--- config.mk ---
export PLATFORM = sky130hd
export DESIGN_NAME = sgpw_ctrl
export DESIGN_NICKNAME = d
export VERILOG_FILES = /design/src/sv/sgpw_pkg.sv /design/src/sv/sgpw_div.sv /design/src/sv/sgpw_ctrl.sv
export SDC_FILE = /design/constraint.sdc
export NUM_CORES = 2
export LEC_CHECK = 0
export ABC_CLOCK_PERIOD_IN_PS = 22000
export BUFFER_PORTS_ARGS = -buffer_cell sky130_fd_sc_hd__buf_2
export CAP_MARGIN = 0
export CORE_MARGIN = 10
export CORE_UTILIZATION = 60
export CTS_BUF_LIST = sky130_fd_sc_hd__clkbuf_8
export DETAILED_ROUTE_END_ITERATION = 10
export HOLD_SLACK_MARGIN = 0.1
export PLACE_DENSITY_LB_ADDON = 0.2
export SYNTH_ARGS = -nofsm -noshare
export SYNTH_HDL_FRONTEND = slang
export SYNTH_HIERARCHICAL = 1
export SYNTH_SLANG_ARGS = --single-unit
--- constraint.sdc ---
create_clock -name clk -period 22 [get_ports clk]
set_input_delay 4.4 -clock clk [delete_from_list [all_inputs] [get_ports clk]]
set_output_delay 4.4 -clock clk [all_outputs]
set_load 0.02 [all_outputs]
--- src/sv/sgpw_pkg.sv ---
// sgpw_pkg: widths, register codes, payload and control types for stereo_gain_pan_width
// shared by every module of the block; depends on nothing
`default_nettype none

package sgpw_pkg;

  localparam int SAMPLE_BITS     = 24;
  localparam int RAMP_COUNT_BITS = 16;
  localparam int CTRL_BITS       = 24;
  localparam int EXTRA_FRAC      = 7;
  localparam int VAL_BITS        = 32;
  localparam int CW              = VAL_BITS - EXTRA_FRAC;  // smoothed control width
  localparam int AW              = SAMPLE_BITS + 10;       // working sample width
  localparam int PW              = AW + CW + 1;            // product width
  localparam int WIDE            = SAMPLE_BITS + 14;       // width before saturation
  localparam int DIV_W           = VAL_BITS + 1;           // signed ramp difference
  localparam int CFG_IDX_W       = 3;

  localparam int GAIN_SH = 20;
  localparam int PAN_SH  = 22;
  localparam int SIDE_SH = 23;

  localparam logic [CTRL_BITS-1:0]       GAIN_RESET     = CTRL_BITS'(1 << 20);
  localparam logic [CTRL_BITS-1:0]       PAN_RESET      = CTRL_BITS'(1 << 22);
  localparam logic [RAMP_COUNT_BITS-1:0] RAMP_LEN_RESET = RAMP_COUNT_BITS'(882);

  // register indexes
  localparam logic [CFG_IDX_W-1:0] REG_GAIN  = 3'd0;
  localparam logic [CFG_IDX_W-1:0] REG_PAN_L = 3'd1;
  localparam logic [CFG_IDX_W-1:0] REG_PAN_R = 3'd2;
  localparam logic [CFG_IDX_W-1:0] REG_WIDTH = 3'd3;
  localparam logic [CFG_IDX_W-1:0] REG_LEN   = 3'd4;
  localparam logic [CFG_IDX_W-1:0] REG_MODE  = 3'd5;

  // ramp slots
  localparam int RAMP_GAIN  = 0;
  localparam int RAMP_PAN_L = 1;
  localparam int RAMP_PAN_R = 2;
  localparam int RAMP_WIDTH = 3;

  // mode flag bits
  localparam int MODE_INV_L = 0;
  localparam int MODE_INV_R = 1;
  localparam int MODE_SWAP  = 2;
  localparam int MODE_MONO  = 3;

  localparam longint SAT_MAX = (longint'(1) << (SAMPLE_BITS - 1)) - 1;
  localparam longint SAT_MIN = -SAT_MAX - 1;

  typedef struct packed {
    logic signed [SAMPLE_BITS-1:0] left_in;
    logic signed [SAMPLE_BITS-1:0] right_in;
  } in_data_t;

  typedef struct packed {
    logic signed [SAMPLE_BITS-1:0] left_out;
    logic signed [SAMPLE_BITS-1:0] right_out;
  } out_data_t;

  typedef struct packed {
    logic                busy;
    logic [3:0]          mode;
    logic [3:0][CW-1:0]  vals;
  } ctl_t;

  function automatic logic signed [SAMPLE_BITS-1:0] sat_sample(
    input logic signed [WIDE-1:0] v
  );
    logic signed [SAMPLE_BITS-1:0] res;
    if (v > WIDE'(SAT_MAX)) begin
      res = SAMPLE_BITS'(SAT_MAX);
    end else if (v < WIDE'(SAT_MIN)) begin
      res = SAMPLE_BITS'(SAT_MIN);
    end else begin
      res = SAMPLE_BITS'(v);
    end
    return res;
  endfunction

endpackage

`default_nettype wire

--- src/sv/sgpw_div.sv ---
// sgpw_div: restoring serial divider, one quotient bit per cycle, truncates toward zero
// depends on sgpw_pkg
`default_nettype none

module sgpw_div import sgpw_pkg::*; (
  input  wire logic                        clk,
  input  wire logic                        rst_n,
  input  wire logic                        start,
  input  wire logic signed [DIV_W-1:0]     dividend,
  input  wire logic [RAMP_COUNT_BITS-1:0]  divisor,
  output logic                             busy,
  output logic                             done,
  output logic [VAL_BITS-1:0]              quot
);

  localparam int CNT_W = $clog2(DIV_W + 1);

  logic [DIV_W-1:0]            mag_r;
  logic [RAMP_COUNT_BITS-1:0]  rem_r;
  logic                        neg_r;
  logic [CNT_W-1:0]            cnt_r;
  logic                        done_r;

  logic [RAMP_COUNT_BITS:0]    rem_sh;
  logic [RAMP_COUNT_BITS:0]    rem_sub;
  logic                        ge;
  logic [DIV_W-1:0]            abs_in;

  assign rem_sh  = {rem_r, mag_r[DIV_W-1]};
  assign rem_sub = rem_sh - {1'b0, divisor};
  assign ge      = (rem_sh >= {1'b0, divisor});
  assign abs_in  = dividend[DIV_W-1] ? DIV_W'(-dividend) : DIV_W'(dividend);

  always_ff @(posedge clk) begin
    if (!rst_n) begin
      cnt_r  <= '0;
      done_r <= 1'b0;
    end else begin
      done_r <= (cnt_r == CNT_W'(1));
      if (start) begin
        mag_r <= abs_in;
        neg_r <= dividend[DIV_W-1];
        rem_r <= '0;
        cnt_r <= CNT_W'(DIV_W);
      end else if (cnt_r != '0) begin
        mag_r <= {mag_r[DIV_W-2:0], ge};
        rem_r <= ge ? rem_sub[RAMP_COUNT_BITS-1:0] : rem_sh[RAMP_COUNT_BITS-1:0];
        cnt_r <= cnt_r - CNT_W'(1);
      end
    end
  end

  assign busy = (cnt_r != '0) || done_r;
  assign done = done_r;
  assign quot = neg_r ? VAL_BITS'(-mag_r) : VAL_BITS'(mag_r);

endmodule

`default_nettype wire

--- src/sv/sgpw_ctrl.sv ---
// sgpw_ctrl: configuration registers and the four smoothing ramps
// depends on sgpw_pkg and sgpw_div (ramp step division)
`default_nettype none

module sgpw_ctrl import sgpw_pkg::*; (
  input  wire logic                  clk,
  input  wire logic                  rst_n,
  input  wire logic                  cfg_valid,
  output logic                       cfg_ready,
  input  wire logic [CFG_IDX_W-1:0]  cfg_index,
  input  wire logic [CTRL_BITS-1:0]  cfg_data,
  input  wire logic                  adv,
  output ctl_t                       ctl
);

  logic [3:0][CTRL_BITS-1:0]        tgt_r;
  logic [RAMP_COUNT_BITS-1:0]       len_r;
  logic [3:0]                       mode_r;
  logic [3:0][VAL_BITS-1:0]         val_r;
  logic [3:0][VAL_BITS-1:0]         step_r;
  logic [3:0][RAMP_COUNT_BITS-1:0]  rem_r;
  logic [1:0]                       pend_r;

  logic                 wr;
  logic [1:0]           wk;
  logic                 is_tgt;
  logic                 tgt_chg;
  logic                 div_start;
  logic signed [DIV_W-1:0] diff;
  logic                 div_busy;
  logic                 div_done;
  logic [VAL_BITS-1:0]  quot;

  function automatic logic [VAL_BITS-1:0] tgt_val(input logic [CTRL_BITS-1:0] t);
    return VAL_BITS'({t, {EXTRA_FRAC{1'b0}}});
  endfunction

  assign wr        = cfg_valid && cfg_ready;
  assign wk        = cfg_index[1:0];
  assign is_tgt    = (cfg_index == REG_GAIN) || (cfg_index == REG_PAN_L) ||
                     (cfg_index == REG_PAN_R) || (cfg_index == REG_WIDTH);
  assign tgt_chg   = (tgt_r[wk] != cfg_data);
  assign diff      = $signed({1'b0, tgt_val(cfg_data)}) - $signed({1'b0, val_r[wk]});
  assign div_start = wr && is_tgt && tgt_chg && (len_r != '0);

  sgpw_div u_div (
    .clk      (clk),
    .rst_n    (rst_n),
    .start    (div_start),
    .dividend (diff),
    .divisor  (len_r),
    .busy     (div_busy),
    .done     (div_done),
    .quot     (quot)
  );

  always_ff @(posedge clk) begin
    if (!rst_n) begin
      tgt_r[RAMP_GAIN]  <= GAIN_RESET;
      tgt_r[RAMP_PAN_L] <= PAN_RESET;
      tgt_r[RAMP_PAN_R] <= PAN_RESET;
      tgt_r[RAMP_WIDTH] <= PAN_RESET;
      val_r[RAMP_GAIN]  <= tgt_val(GAIN_RESET);
      val_r[RAMP_PAN_L] <= tgt_val(PAN_RESET);
      val_r[RAMP_PAN_R] <= tgt_val(PAN_RESET);
      val_r[RAMP_WIDTH] <= tgt_val(PAN_RESET);
      step_r            <= '0;
      rem_r             <= '0;
      len_r             <= RAMP_LEN_RESET;
      mode_r            <= '0;
      pend_r            <= '0;
    end else begin
      if (div_done) begin
        step_r[pend_r] <= quot;
      end
      if (adv) begin
        for (int k = 0; k < 4; k++) begin
          if (rem_r[k] == '0) begin
            val_r[k] <= tgt_val(tgt_r[k]);
          end else begin
            rem_r[k] <= rem_r[k] - RAMP_COUNT_BITS'(1);
            if (rem_r[k] != RAMP_COUNT_BITS'(1)) begin
              val_r[k] <= val_r[k] + step_r[k];
            end else begin
              val_r[k] <= tgt_val(tgt_r[k]);
            end
          end
        end
      end
      if (wr) begin
        unique case (cfg_index) inside
          REG_GAIN, REG_PAN_L, REG_PAN_R, REG_WIDTH: begin
            if (tgt_chg) begin
              tgt_r[wk] <= cfg_data;
              if (len_r == '0) begin
                val_r[wk]  <= tgt_val(cfg_data);
                step_r[wk] <= '0;
                rem_r[wk]  <= '0;
              end else begin
                rem_r[wk] <= len_r;
                pend_r    <= wk;
              end
            end
          end
          REG_LEN: begin
            len_r <= cfg_data[RAMP_COUNT_BITS-1:0];
            for (int k = 0; k < 4; k++) begin
              val_r[k]  <= tgt_val(tgt_r[k]);
              step_r[k] <= '0;
              rem_r[k]  <= '0;
            end
          end
          REG_MODE: begin
            mode_r <= cfg_data[3:0];
          end
          default: begin
          end
        endcase
      end
    end
  end

  assign cfg_ready = !div_busy;

  always_comb begin
    ctl.busy = div_busy;
    ctl.mode = mode_r;
    for (int k = 0; k < 4; k++) begin
      ctl.vals[k] = val_r[k][VAL_BITS-1:EXTRA_FRAC];
    end
  end

endmodule

`default_nettype wire

Yosys cells after proc, flatten, opt, wreduce, memory -nomap -nowiden
Cells that the tools add are included.
{ "totals": {"regBits": 495, "input_bits": 31, "out_inout_bits": 106, "elab_cells": 142} }
{ "op_classes": {"addsub": 13, "order_cmp": 5, "n_eq_ne": 11, "muxes": 54, "bitwise": 6, "reduce_logical": 28} }
{ "ops": {"columns": ["cell", "count"], "rows": [
  ["$mux W128", 10],
  ["$pmux W128 S2", 2],
  ["$mux W32", 12],
  ["$mux W64", 5],
  ["$bwmux W128", 2],
  ["$add A32 B32 Y32", 4],
  ["$and A128 B128 Y128", 1],
  ["$demux W32 S2", 2],
  ["$not A128 Y128", 1],
  ["$pmux W64 S2", 1],
  ["$mux W16", 7],
  ["$mux W33", 3],
  ["$bwmux W96", 1],
  ["$logic_not A16 Y1", 5],
  ["$and A64 B64 Y64", 1],
  ["$bmux W32 S2", 1],
  ["$bwmux W64", 1],
  ["$ne A16 B1 Y1 const B", 4],
  ["$not A64 Y64", 1],
  ["$sub A16 B1 Y16 const B", 4],
  ["$bmux W24 S2", 1],
  ["$demux W24 S2", 1],
  ["$mux W24", 2],
  ["$neg A33 Y33", 1],
  ["other kinds (27)", 44]
]} }

Depth between registers and ports, before layout
{ "logic_depth": {"word_depth": 12, "depth_mapped": 23, "depth_no_buf": 19} }

Hierarchy
Netlist, hierarchy kept.
{ "by_module_without_submodules": {"columns": ["module", "n_inst", "cells_per_inst", "area_per_inst_um2", "seq_area_each_um2"], "rows": [
  ["sgpw_ctrl", 1, 3589, 29309.4, 8768.4],
  ["sgpw_div", 1, 528, 4644.5, 1641.6]
]} }

Worst setup path before layout
OpenSTA, ideal clock, no wires.
{ "synth_path": {"kind": "input to register", "start": "in cfg_index[0]", "end": "reg u_div.mag_r[31], data pin", "setup_ns": 0.271, "t_arrival_ns": 9.729, "t_required_ns": 21.729, "setup_slack_ns": 12.001, "cell_stages": 22, "n_path_buf": 5, "path_cell_list": "buf_6 > buf_6 > buf_2 > clkbuf_1 > buf_1 > mux4_2 > inv_1 > ha_1 > a21o_1 > a21oi_1 > a21boi_0 > o21ai_4 > a221oi_2 > nand3b_4 > nand2_1 > a21boi_1 > xnor2_1 > or4_1 > or3_1 > o31ai_1 > xor2_1 > a21oi_1"} }
{ "synth_between": {"elab_cells_between_ends": 19, "classes_between": "2 x add/sub; 4 x eq/ne; 6 x mux; 7 x reduce/logical"} }
{ "synth_rtl": {"columns": ["element", "line_no", "source"], "rows": [
  ["start, declared", "sgpw_ctrl.sv:10", "input wire logic [CFG_IDX_W-1:0] cfg_index,"],
  ["$bmux W32 S2", "sgpw_ctrl.sv:43", "assign diff = $signed({1'b0, tgt_val(cfg_data)}) - $signed({1'b0, val_r[wk]});"],
  ["$mux W32 (not written as such)", "sgpw_ctrl.sv:43", null],
  ["$sub A31 B32 Y33", "sgpw_ctrl.sv:43", null],
  ["via diff[27]", "sgpw_ctrl.sv:29", "logic signed [DIV_W-1:0] diff;"],
  ["$neg A33 Y33", "sgpw_div.sv:32", "assign abs_in = dividend[DIV_W-1] ? DIV_W'(-dividend) : DIV_W'(dividend);"],
  ["$mux W33", "sgpw_div.sv:32", null],
  ["$mux W33", "sgpw_div.sv:40", "if (start) begin"],
  ["end signal, assigned", "sgpw_div.sv:41", "mag_r <= abs_in;"],
  ["end signal, assigned", "sgpw_div.sv:46", "mag_r <= {mag_r[DIV_W-2:0], ge};"],
  ["end, declared", "sgpw_div.sv:18", "logic [DIV_W-1:0] mag_r;"]
]} }
The timed path passes the listed nets, and every way through them passes these cells. The select of a mux whose other input is x is not followed.
A chain may end at the register's enable or synchronous reset.

Worst setup path in the final report
{ "layout_path": {"start": "in cfg_index[0]", "end": "reg u_div.mag_r[27], data pin"} }
The elaborated chain is that of the path after synthesis.

==> key figures <==
GRT
  – Initial antenna violation count: 14
  – Vias in the first global route: 28900
  – Remaining global-route overflow: 0
  – Largest net degree at the start of global routing: around 110
  – Global-route wire length before repair: about 180000 um
  – GRT Util Overall: 35.8%

STA
  – Min cycle time layout: between 9 and 10 ns
  – Final period util: around 44%
  – Final setup violation count: 0
  – Total Neg Setup Slack: 0 ns
  – Slew at the pin closest to its max-slew limit: approximately 1.3 ns
  – Final slew viol count: 0
  – Setup ws final: between 10 and 15 ns
  – Fmax: roughly 100 MHz
  – Worst hold slack: approximately 0.46 ns
  – Number of hold violations in the final report: 0
  – Unrepaired setup endpoints after global routing: no
  – Clk_skew: about 0.046 ns
  – Slew margin rel.: between 10% and 20%

Logic synthesis
  – Cells after Synth: 4117
  – Main flop type after synthesis: dfxtp_1
  – Ys Warns: 6
  – Number of library cell types mapped by synthesis: between 90 and 100
  – Flops & latches, synth: around 500
  – Post-synthesis net count: between 4000 and 5000
  – Ys async rst share: 0%
  – Avg Inst Size Synth: just over 8 sq um
  – Seq/Total Area, Yosys: 30.7%
  – Synth Cell Area: 34000 sq um
  – EDFF count, synth: 50

Critical path
  – Crit path max-delay family: compound AO/OA/AOI/OAI gates
  – Crit. path cell count: 20
  – RR Endpoint: u_div/mag_r[27]$_DFFE_PP_
  – CP Capture Type: flip-flop
  – R2r startpoint: ctl[1]$_SDFF_PN0_
  – Critical-path cell list: buf_4, buf_4, mux4_2, inv_1, ha_1, a21o_1, a211o_1, a21oi_1, o31ai_1, a311oi_1, nand2b_1, a21oi_1, nor2_1, xnor2_1, or4_1, nor4_1, nand3_1, o41ai_1, xor2_1, a21oi_1
  – CP Max Fanout: 40
  – Crit path kind: primary input to flip-flop
  – CP startpoint: cfg_index[0]
  – CP endpoint: u_div/mag_r[27]$_DFFE_PP_
  – CP max stage cell: buf_4
  – CP required: around 22 ns
  – Crit path launch type: primary input
  – Crit path DAT: roughly 10 ns
  – R2R cell count: 18
  – R2R Setup Slk: ~17 ns
  – Critical path's most frequent cell: a21oi_1
  – Delay of the slowest cell on the worst path: 0.68 ns
  – WP buf/inv: 3

Cells and area
  – Area delta synth->final: 5.76%
  – Final nets: roughly 4200
  – Multi-input gate area: roughly 21000 sq um
  – FILL cells: just over 5000
  – Register area: approximately 10000 sq um
  – Share of cells above drive strength 1: between 10% and 20%

Die
  – Core area: between 50000 and 60000 sq um
  – Initial Util: just over 60%
  – Die height: 258 um
  – IO Pins: 137
  – Die area: approximately 67000 sq um
  – Row cnt: between 80 and 90
  – Width of the chip: between 200 and 300 um

Clocking
  – Clock Sinks: roughly 500
  – Number of CTS-inserted buffers: 88
  – Post-CTS Resized: 0
  – Worst-path clk slew: ~0.06 ns
  – H-tree levels: 3
  – Clk root buf: clkbuf_8
  – Clk buf depth: 3
  – Hold Buf Count CTS: 0
  – # Post-CTS Setup Buffers: 0
  – CTS tree: yes
  – Clock insertion delay at the later pin of the skew report: 0.71 ns

Routing
  – Routed vias/inst: ~6.5
  – WL per Instance: between 20 and 30 um
  – DRC: 0
  – Post-DRT Antenna Nets: 0
  – Pre-Repair DR Iteration Count: 6
  – Number of DRC markers in iteration 0: roughly 3500
  – Final WL: between 100000 and 150000 um
  – Vias post-DR: 31500

Placed design
  – Setup slack after placement: 11.56 ns
  – DP HPWL: around 91000 um
  – GP Congestion: slightly above 1
  – Port bufs: 136

Min path
  – Min-Delay Path Class: flip-flop to flip-flop
  – Worst Hold Depth: 2

Power
  – Power density cells: 105 nW/um^2
  – Peak VDD IR: 119 uV
  – Leakage: about 14 nW

Run status
  – Status: finished, final reports clean

Job
  – Max-cap viol count: 0
-- cell usage after synthesis (27+ instances only) --
cell type | count | area [sq um]
a21o_1 | 65 | 488
a21oi_1 | 323 | 1620
dfxtp_1 | 445 | 8910
o211ai_1 | 98 | 736
o21ai_0 | 172 | 861
mux4_2 | 56 | 1260
nand2_1 | 597 | 2240
nor4_1 | 30 | 188
ha_1 | 178 | 2230
nor3_1 | 54 | 270
a211oi_1 | 38 | 285
and3_1 | 29 | 181
inv_1 | 109 | 409
or3_1 | 27 | 169
nor2_1 | 206 | 773
a21boi_0 | 54 | 405
xnor2_1 | 159 | 1390
buf_4 | 102 | 766
clkbuf_1 | 203 | 762
a22oi_1 | 114 | 856
nand2b_1 | 37 | 231
xor2_1 | 117 | 1020
and2_1 | 27 | 169
o22ai_1 | 41 | 257
a21oi_2 | 39 | 342
edfxtp_1 | 50 | 1500
nand3_1 | 83 | 415
mux2i_1 | 97 | 971
nor2b_1 | 152 | 951
-- worst register-to-register path: stages (launching register included) --
cell and delay [ns]:
dfxtp_1 0.44, mux4_2 0.50, inv_1 0.07, ha_1 0.26, a21o_1 0.21, a211o_1 0.30
a21oi_1 0.13, o31ai_1 0.15, a311oi_1 0.68, nand2b_1 0.19, a21oi_1 0.08, nor2_1 0.13
xnor2_1 0.11, or4_1 0.60, nor4_1 0.28, nand3_1 0.24, o41ai_1 0.40, xor2_1 0.19
a21oi_1 0.08
-- power by group --
part	switching (mW)	internal, mW
registers	0.190	1.08
clock network	0.412	0.462
logic	1.05	0.565
-- layout by cell type, fill, tap and decap left out, types with 41 or more instances in the layout --
cell type  netlist  layout
clkbuf_8         0     114
nor2b_1        152     152
buf_2           18     133
nor3_1          54      53
o211ai_1        98      98
nand2_1        597     596
o21ai_0        172     170
xnor2_1        159     159
mux4_2          56      56
mux2i_1         97      97
nor2_1         206     204
buf_4          102      42
xor2_1         117     117
a21oi_1        323     323
a21boi_0        54      54
o22ai_1         41      41
a21o_1          65      64
inv_1          109     140
nand3_1         83      83
edfxtp_1        50      50
a22oi_1        114     114
dfxtp_1        445     445
ha_1           178     178
-- per-stage QoR --
stage / utilization [%] / std cells / cell area [sq um] / power, mW
after floorplan: - / 4117 / 34000 / 2.39
after global placement: 60.8 / 4691 / 34100 / 2.84
after detailed placement: 60.8 / 4691 / 34100 / 2.85
after CTS: 63.9 / 4847 / 35900 / 3.72
after global routing: 63.9 / 4850 / 35900 / 3.95
final: 63.9 / 4854 / 35900 / 3.76
-- per-layer routing --
layer,part of all wire [%],up-vias,track usage (%)
met5,0.034,-,0
met4,9.0,6,27.8
met3,9.9,479,8.60
met2,43,1619,54.6
met1,38,14900,43.1
li1,-,14500,-
-- flip-flops by register name, summed over array words and instances, names as in the netlist, 16 cells and up --
register,flops
val_r,28
len_r,16
ctl,100
rem_r,64
tgt_r,96
u_div/rem_r,16
step_r,128
u_div/mag_r,33
-- cell families (layout without fill, tap and decap cells) --
logic type / count (synthesis) / in the layout / synth area share [%]
xor+xnor: 276 / 276 / 7.12
buf+inv: 469 / 443 / 6.62
flops: 495 / 495 / 30.7
fa+ha+maj: 183 / 183 / 6.85
compound gates: 1185 / 1185 / 23.0
simple gates: 1352 / 1352 / 19.0
other cells: 0 / 7 / 0
mux: 157 / 157 / 6.71
-- cell type report --
cell class	count	share of cell area, %
Clock buffer	114	4.37
Tap cell	756	2.63
Multi-Input combinational cell	3153	59.5
Sequential cell	495	29.0
Antenna cell	7	0.0488
Clock inverter	42	0.495
Inverter	110	1.15
Timing Repair Buffer	177	2.79
-- worst min-delay path by stage --
stage	from	end	slack, ns
2_1_floorplan	step_r[0]$_SDFF_PN0_	step_r[0]$_SDFF_PN0_	0.44
4_1_cts	step_r[13]$_SDFF_PN0_	step_r[13]$_SDFF_PN0_	0.46
3_3_place_gp	step_r[39]$_SDFF_PN0_	step_r[39]$_SDFF_PN0_	0.45
5_1_grt	step_r[12]$_SDFF_PN0_	step_r[12]$_SDFF_PN0_	0.47
3_5_place_dp	step_r[39]$_SDFF_PN0_	step_r[39]$_SDFF_PN0_	0.45
6_report	step_r[27]$_SDFF_PN0_	step_r[27]$_SDFF_PN0_	0.46
No activity file was read; power rests on OpenSTA's default activity.
